[src/sv/spq_pkg.sv]
package spq_pkg;

    localparam int DEPTH   = 16;
    localparam int IDX_W   = $clog2(DEPTH);
    localparam int CNT_W   = $clog2(DEPTH + 1);
    localparam int VALUE_W = 32;
    localparam int PRIO_W  = 8;
    localparam int STAT_W  = 2;

    localparam logic [STAT_W-1:0] ST_OK    = 2'd0;
    localparam logic [STAT_W-1:0] ST_FULL  = 2'd1;
    localparam logic [STAT_W-1:0] ST_EMPTY = 2'd2;

    localparam logic KIND_ENQ = 1'b0;
    localparam logic KIND_DEQ = 1'b1;

    // controller -> datapath
    typedef struct packed {
        logic              enq;
        logic              deq;
        logic              load;
        logic [STAT_W-1:0] status;
    } cmd_t;

    // datapath -> controller
    typedef struct packed {
        logic full;
        logic empty;
    } dp_status_t;

endpackage

[src/sv/spq_if.sv]
interface spq_req_if;
    logic                             valid;
    logic                             ready;
    logic                             kind;
    logic signed [spq_pkg::VALUE_W-1:0] value_in;
    logic        [spq_pkg::PRIO_W-1:0]  priority_in;

    modport source (output valid, kind, value_in, priority_in, input ready);
    modport sink   (input valid, kind, value_in, priority_in, output ready);
endinterface

interface spq_rsp_if;
    logic                               valid;
    logic                               ready;
    logic        [spq_pkg::STAT_W-1:0]  status;
    logic signed [spq_pkg::VALUE_W-1:0] value_out;
    logic        [spq_pkg::CNT_W-1:0]   occupancy;

    modport source (output valid, status, value_out, occupancy, input ready);
    modport sink   (input valid, status, value_out, occupancy, output ready);
endinterface

[src/sv/sorted_priority_queue_core.sv]
// Channel  Dir  Interface   Payload
// -------  ---  ----------  ------------------------------------------
// req      in   spq_req_if  kind, value_in[31:0], priority_in[7:0]
// rsp      out  spq_rsp_if  status[1:0], value_out[31:0], occupancy[4:0]
//
// Each transaction is executed at the edge that accepts it: a row of 16
// compare/shift cells inserts or pops at that edge, and the result is
// registered. Throughput is one transaction per cycle while rsp is not stalled.
// req.ready stays high while a held result is being taken the same cycle;
// it drops only when rsp is stalled with a result waiting.
// rst_n (async, active low) empties the queue; entry contents are not reset.
module sorted_priority_queue_core (
    input  logic      clk,
    input  logic      rst_n,
    spq_req_if.sink   req,
    spq_rsp_if.source rsp
);

    spq_pkg::cmd_t       cmd;
    spq_pkg::dp_status_t dp_status;

    // controller: handshakes, full/empty decisions, result hold
    spq_ctrl u_ctrl (
        .clk       (clk),
        .rst_n     (rst_n),
        .req_valid (req.valid),
        .req_kind  (req.kind),
        .req_ready (req.ready),
        .rsp_valid (rsp.valid),
        .rsp_ready (rsp.ready),
        .dp_status (dp_status),
        .cmd       (cmd)
    );

    // datapath: sorted entry array, count and result registers
    spq_datapath u_dp (
        .clk         (clk),
        .rst_n       (rst_n),
        .cmd         (cmd),
        .value_in    (req.value_in),
        .priority_in (req.priority_in),
        .dp_status   (dp_status),
        .status      (rsp.status),
        .value_out   (rsp.value_out),
        .occupancy   (rsp.occupancy)
    );

endmodule

[src/sv/spq_ctrl.sv]
module spq_ctrl (
    input  logic                clk,
    input  logic                rst_n,
    input  logic                req_valid,
    input  logic                req_kind,
    output logic                req_ready,
    output logic                rsp_valid,
    input  logic                rsp_ready,
    input  spq_pkg::dp_status_t dp_status,
    output spq_pkg::cmd_t       cmd
);

    typedef enum logic {
        S_IDLE,
        S_HOLD
    } state_t;

    state_t state_reg;
    state_t state_next;
    logic   accept;

    // new transaction may enter while the held result is being taken
    assign req_ready = (state_reg == S_IDLE) || rsp_ready;
    assign accept    = req_valid && req_ready;
    assign rsp_valid = (state_reg == S_HOLD);

    always_comb
    begin
        cmd.load   = accept;
        cmd.enq    = 1'b0;
        cmd.deq    = 1'b0;
        cmd.status = spq_pkg::ST_OK;
        case (req_kind)
            spq_pkg::KIND_ENQ:
            begin
                cmd.enq = accept && !dp_status.full;
                if (dp_status.full)
                    cmd.status = spq_pkg::ST_FULL;
            end
            spq_pkg::KIND_DEQ:
            begin
                cmd.deq = accept && !dp_status.empty;
                if (dp_status.empty)
                    cmd.status = spq_pkg::ST_EMPTY;
            end
            default:
            begin
                cmd.status = spq_pkg::ST_OK;
            end
        endcase
    end

    always_comb
    begin
        state_next = state_reg;
        case (state_reg)
            S_IDLE:
            begin
                if (accept)
                    state_next = S_HOLD;
            end
            S_HOLD:
            begin
                if (accept)
                    state_next = S_HOLD;
                else if (rsp_ready)
                    state_next = S_IDLE;
            end
            default:
            begin
                state_next = S_IDLE;
            end
        endcase
    end

    always_ff @(posedge clk or negedge rst_n)
    begin
        if (!rst_n)
            state_reg <= S_IDLE;
        else
            state_reg <= state_next;
    end

endmodule

[src/sv/spq_datapath.sv]
module spq_datapath (
    input  logic                               clk,
    input  logic                               rst_n,
    input  spq_pkg::cmd_t                      cmd,
    input  logic signed [spq_pkg::VALUE_W-1:0] value_in,
    input  logic        [spq_pkg::PRIO_W-1:0]  priority_in,
    output spq_pkg::dp_status_t                dp_status,
    output logic        [spq_pkg::STAT_W-1:0]  status,
    output logic signed [spq_pkg::VALUE_W-1:0] value_out,
    output logic        [spq_pkg::CNT_W-1:0]   occupancy
);

    logic [spq_pkg::VALUE_W-1:0] val_reg [spq_pkg::DEPTH];
    logic [spq_pkg::PRIO_W-1:0]  pri_reg [spq_pkg::DEPTH];
    logic [spq_pkg::CNT_W-1:0]   count_reg;
    logic [spq_pkg::STAT_W-1:0]  status_reg;
    logic [spq_pkg::VALUE_W-1:0] value_out_reg;

    // stay[i]: entry i is held and ranks ahead of (or ties with) the new one.
    // Sorted order makes this a thermometer code from the front.
    logic [spq_pkg::DEPTH-1:0] stay;
    // prev_stay[i]: the entry in front of i stays (always true at the head)
    logic [spq_pkg::DEPTH-1:0] prev_stay;

    assign dp_status.full  = (count_reg == spq_pkg::CNT_W'(spq_pkg::DEPTH));
    assign dp_status.empty = (count_reg == '0);

    genvar gi;
    generate
        for (gi = 0; gi < spq_pkg::DEPTH; gi++)
        begin : g_cell
            assign stay[gi] = (count_reg > spq_pkg::CNT_W'(gi))
                              && (pri_reg[gi] >= priority_in);
        end
    endgenerate

    assign prev_stay = {stay[spq_pkg::DEPTH-2:0], 1'b1};

    // insert: first non-staying cell takes the new entry, cells behind it
    // shift back by one; pop: every cell but the last takes its successor
    always_ff @(posedge clk)
    begin
        if (cmd.enq)
        begin
            for (int i = 0; i < spq_pkg::DEPTH; i++)
            begin
                if (!stay[i] && prev_stay[i])
                begin
                    val_reg[i] <= value_in;
                    pri_reg[i] <= priority_in;
                end
            end
            for (int i = 1; i < spq_pkg::DEPTH; i++)
            begin
                if (!stay[i] && !prev_stay[i])
                begin
                    val_reg[i] <= val_reg[i-1];
                    pri_reg[i] <= pri_reg[i-1];
                end
            end
        end
        else if (cmd.deq)
        begin
            for (int i = 0; i < spq_pkg::DEPTH - 1; i++)
            begin
                val_reg[i] <= val_reg[i+1];
                pri_reg[i] <= pri_reg[i+1];
            end
        end
    end

    always_ff @(posedge clk or negedge rst_n)
    begin
        if (!rst_n)
            count_reg <= '0;
        else if (cmd.enq)
            count_reg <= count_reg + 1'b1;
        else if (cmd.deq)
            count_reg <= count_reg - 1'b1;
    end

    always_ff @(posedge clk)
    begin
        if (cmd.load)
        begin
            status_reg    <= cmd.status;
            value_out_reg <= cmd.deq ? val_reg[0] : '0;
        end
    end

    assign status    = status_reg;
    assign value_out = value_out_reg;
    assign occupancy = count_reg;

endmodule

[src/flat_wrapper.sv]
// flat-port wrapper written by rule: the top's interface ports become plain ports
module sorted_priority_queue_core_flat 
  (clk, rst_n, req_valid, req_kind, req_value_in, req_priority_in, req_ready, rsp_valid, rsp_status, rsp_value_out, rsp_occupancy, rsp_ready);
  spq_req_if req_i ();
  spq_rsp_if rsp_i ();
  input  logic clk;
  input  logic rst_n;
  input wire logic [$bits(req_i.valid)-1:0] req_valid;
  input wire logic [$bits(req_i.kind)-1:0] req_kind;
  input wire logic [$bits(req_i.value_in)-1:0] req_value_in;
  input wire logic [$bits(req_i.priority_in)-1:0] req_priority_in;
  output wire logic [$bits(req_i.ready)-1:0] req_ready;
  output wire logic [$bits(rsp_i.valid)-1:0] rsp_valid;
  output wire logic [$bits(rsp_i.status)-1:0] rsp_status;
  output wire logic [$bits(rsp_i.value_out)-1:0] rsp_value_out;
  output wire logic [$bits(rsp_i.occupancy)-1:0] rsp_occupancy;
  input wire logic [$bits(rsp_i.ready)-1:0] rsp_ready;
  assign req_i.valid = req_valid;
  assign req_i.kind = req_kind;
  assign req_i.value_in = req_value_in;
  assign req_i.priority_in = req_priority_in;
  assign req_ready = req_i.ready;
  assign rsp_valid = rsp_i.valid;
  assign rsp_status = rsp_i.status;
  assign rsp_value_out = rsp_i.value_out;
  assign rsp_occupancy = rsp_i.occupancy;
  assign rsp_i.ready = rsp_ready;
  sorted_priority_queue_core u_core (.clk(clk), .rst_n(rst_n), .req(req_i), .rsp(rsp_i));
endmodule
[config.mk]
export PLATFORM = sky130hd
export DESIGN_NAME = sorted_priority_queue_core_flat
export DESIGN_NICKNAME = d
export VERILOG_FILES = /design/src/sv/spq_pkg.sv /design/src/sv/spq_if.sv /design/src/sv/sorted_priority_queue_core.sv /design/src/sv/spq_ctrl.sv /design/src/sv/spq_datapath.sv /design/src/flat_wrapper.sv
export SDC_FILE = /design/constraint.sdc
export NUM_CORES = 2
export LEC_CHECK = 0
export BUFFER_PORTS_ARGS = -buffer_cell sky130_fd_sc_hd__buf_4
export CAP_MARGIN = 20
export CORE_UTILIZATION = 45
export DETAILED_ROUTE_END_ITERATION = 6
export PLACE_DENSITY = 0.6
export SLEW_MARGIN = 20
export SYNTH_ARGS = -nofsm -noshare
export SYNTH_HDL_FRONTEND = slang
export SYNTH_SLANG_ARGS = --single-unit
[constraint.sdc]
create_clock -name clk -period 9.3 [get_ports clk]
set_clock_uncertainty 0.2 [all_clocks]
set_input_delay 0.93 -clock clk [delete_from_list [all_inputs] [get_ports clk]]
set_output_delay 0.93 -clock clk [all_outputs]
set_load 0.03 [all_outputs]
==> flow_summary_export.csv <==
group,metric,value,unit
place,hpwlAfterDp,65.5,mm
routing,drt_pass1_iterations,6,
floorplanning,dieArea,81500,um2
routing,finalWirelength,112,mm
status,status,"finished clean",
worst_setup_path,cp-start-kind,"register",
cells_and_area,final_cell_mix,"674 x edfxtp_1, 346 x nand2_1, 274 x a21oi_1, 207 x o21ai_0, 194 x mux2i_1",
sta,slew_violations,0,
synth,synth_nets,3294,
sta,hold_viol,0,
routing,drt_iter0_markers,3039,
routing,met1_length,48.1,mm
synth,ys_seq_area_frac,0.564,
power,powerDensity,224,nW/um2
worst_setup_path,critPathRequiredTime,9.48,ns
clocking,clk_pin_slew_worst_paths,0.06,ns
floorplanning,die_h,285,um
routing,dr_wl_met2,52.6,mm
worst_setup_path,crit-reg2reg-capture,"u_core.u_dp.val_reg[1][75]",
clocking,clk_path_buf_depth,3,
floorplanning,chipWidth,285,um
power,peakVddDrop,0.000199,V
cells_and_area,nets,3247,
routing,wl_per_cell,26.7,um
global_route,grt-ovfl-total,0,
job,maxCapViolations,0,
synth,synth_compound_area_frac,0.158,
routing,viasPerCell,6.33,
sta,whs,0.344,ns
synth,muxShareOfSynthArea,0.0995,
power,p_leak,14.9,nW
place,placement.io_buffers,85,
worst_setup_path,startpoint,"u_core.u_dp.occupancy[0]",
floorplanning,core,79300,um2
sta,setup_violations,0,
synth,ys_seq_elements,680,
floorplanning,start_util,0.456,
cells_and_area,largest_reg_flops,512,
global_route,antenna_found_initial,5,
worst_setup_path,cp-endpoint,"u_core.u_dp.val_reg[1][75]",
global_route,grt_pass1_vias,26100,
clocking,clk_latency,0.63,ns
cells_and_area,stdcell_count,4180,
synth,synthSimpleGateAreaFrac,0.0923,
sta,tns,0,ns
synth,netlist_area,36100,um2
sta,slew_headroom,0.233,
sta,timing.fmax,186,MHz
synth,synthAdderAreaFrac,0.0460,
worst_setup_path,r2r_start,"u_core.u_dp.occupancy[0]",
clocking,htreeDepth,3,
synth,synth-xor-area-share,0.000727,
place,gp_congestion,0.903,
global_route,grt_max_degree,195,
clocking,root_buffer,"clkbuf_16",
routing,highest_layer,"met5",
worst_setup_path,end_kind,"register",
sta,rsz0062_at_grt,"no",
worst_setup_path,cp_max_fo,159,
global_route,grt_usage,0.271,
cells_and_area,drive_above_1_share,0.165,
synth,async_flop_share,0.00882,
routing,wl_met3,8.18,mm
cells_and_area,final_core_util,0.506,
clocking,cts_made_buffers,79,
cells_and_area,area_growth,11.0,%
worst_hold_path,min_path_type,"reg2reg",
worst_setup_path,reg2regPathDepth,9,
routing,drc_errors,0,
place,place_inst,4036,
synth,synth_ff_type,"edfxtp_1",
synth,synth_top_family_by_area,"compound AO/OA/AOI/OAI gates",
clocking,cts.sinks,680,
sta,tightest_slew,1.15,ns
floorplanning,rows,103,
worst_setup_path,rrSetupSlack,3.93,ns
synth,synth_area_per_cell,11.6,um2
clocking,cts_tree,"done",
clocking,cts_resized,0,
synth,syn_inst,3116,
sta,period_needed,5.37,ns
global_route,grt_pass1_wl,167,mm
synth,yosys_warnings,0,
cells_and_area,final_common_cell,"edfxtp_1",
routing,ant_nets,0,
worst_setup_path,cp.arrival,5.54,ns
synth,synth.distinct_cells,62,
synth,synth_edf_count,674,
routing,vias,26500,
worst_setup_path,crit_type,"reg2reg",
floorplanning,ios,86,
sta,timing.final.crit_share,0.577,
-- report_power, final --
part           internal (mW)  switching (mW)  total, mW
clock                   1.71            1.28       2.99
sequential              3.92           0.261       4.18
combinational          0.617            1.18       1.80
total                   6.25            2.73       8.98
-- final cells by class --
| type | count | area (um2) |
|---|---|---|
| inverters | 61 | 229 |
| diodes | 3 | 7.51 |
| flip-flops and latches | 680 | 20400 |
| clock buffers | 102 | 2110 |
| clock inverters | 37 | 329 |
| well taps | 1050 | 1310 |
| multi-input cells | 2105 | 14600 |
| repair buffers | 142 | 1110 |
| fillers | 6933 | 39100 |
-- synth_stat cells, types with 42 or more instances --
library cell	instances	area, um2
mux2_2	142	1600
mux2i_1	194	1940
nand2_1	352	1320
clkbuf_1	155	582
edfxtp_1	674	20200
a21oi_1	279	1400
inv_1	61	229
or3_1	42	263
ha_1	133	1660
o22ai_1	163	1020
o21ai_0	208	1040
nor2_1	189	709
buf_2	99	495
a31oi_1	46	288
and2_1	75	469
-- kinds of logic (layout without fill, tap and decap cells) --
kind of cell    Yosys count  count (layout)
fa+ha+maj               133             133
xor+xnor                  3               3
flops                   680             680
compound gates          879             879
other cells               0               3
mux                     341             341
buf+inv                 331             342
simple gates            749             749
-- critical path, stage by stage, from the launching register on --
cell and delay, ns:
dfrtp_1 0.51, inv_1 0.16, ha_1 0.21, nor4b_4 0.23, buf_4 0.58, or2_4 0.82, buf_12 0.58, buf_4 0.93
o21ai_0 0.21, mux2_2 0.31
-- worst min-delay path by stage --
stage                                     from                    endpoint  cells past startpoint
floorplan           u_core.u_dp.val_reg[0][32]   u_core.u_dp.val_reg[0][0]                      2
global placement    u_core.u_dp.val_reg[0][61]  u_core.u_dp.val_reg[0][29]                      2
detailed placement  u_core.u_dp.val_reg[0][61]  u_core.u_dp.val_reg[0][29]                      2
CTS                 u_core.u_dp.val_reg[0][61]  u_core.u_dp.val_reg[0][29]                      2
global route        u_core.u_dp.val_reg[0][61]  u_core.u_dp.val_reg[0][29]                      2
finish              u_core.u_dp.val_reg[0][61]  u_core.u_dp.val_reg[0][29]                      2
-- repair_timing --
action	4_1_cts	5_1_grt
buffers inserted	0	0
endpoints found under the hold margin	6	0
hold buffers	1	0
-- routing by layer --
metal / global-route usage / vias to the layer above
met5: 0 / -
met4: 0.0860 / 4
met3: 0.0382 / 168
met2: 0.436 / 1233
met1: 0.378 / 13300
li1: - / 11700
-- metrics by stage --
step / cell area (um2) / power, mW / worst slack, ns
6_report: 40100 / 8.98 / 3.93
5_1_grt: 40100 / 9.30 / 3.79
4_1_cts: 40100 / 8.99 / 4.18
3_5_place_dp: 37700 / 6.01 / 3.82
3_3_place_gp: 37700 / 5.95 / 3.86
2_1_floorplan: 36100 / 5.31 / 2.63
No activity file was read; power rests on OpenSTA's default activity.
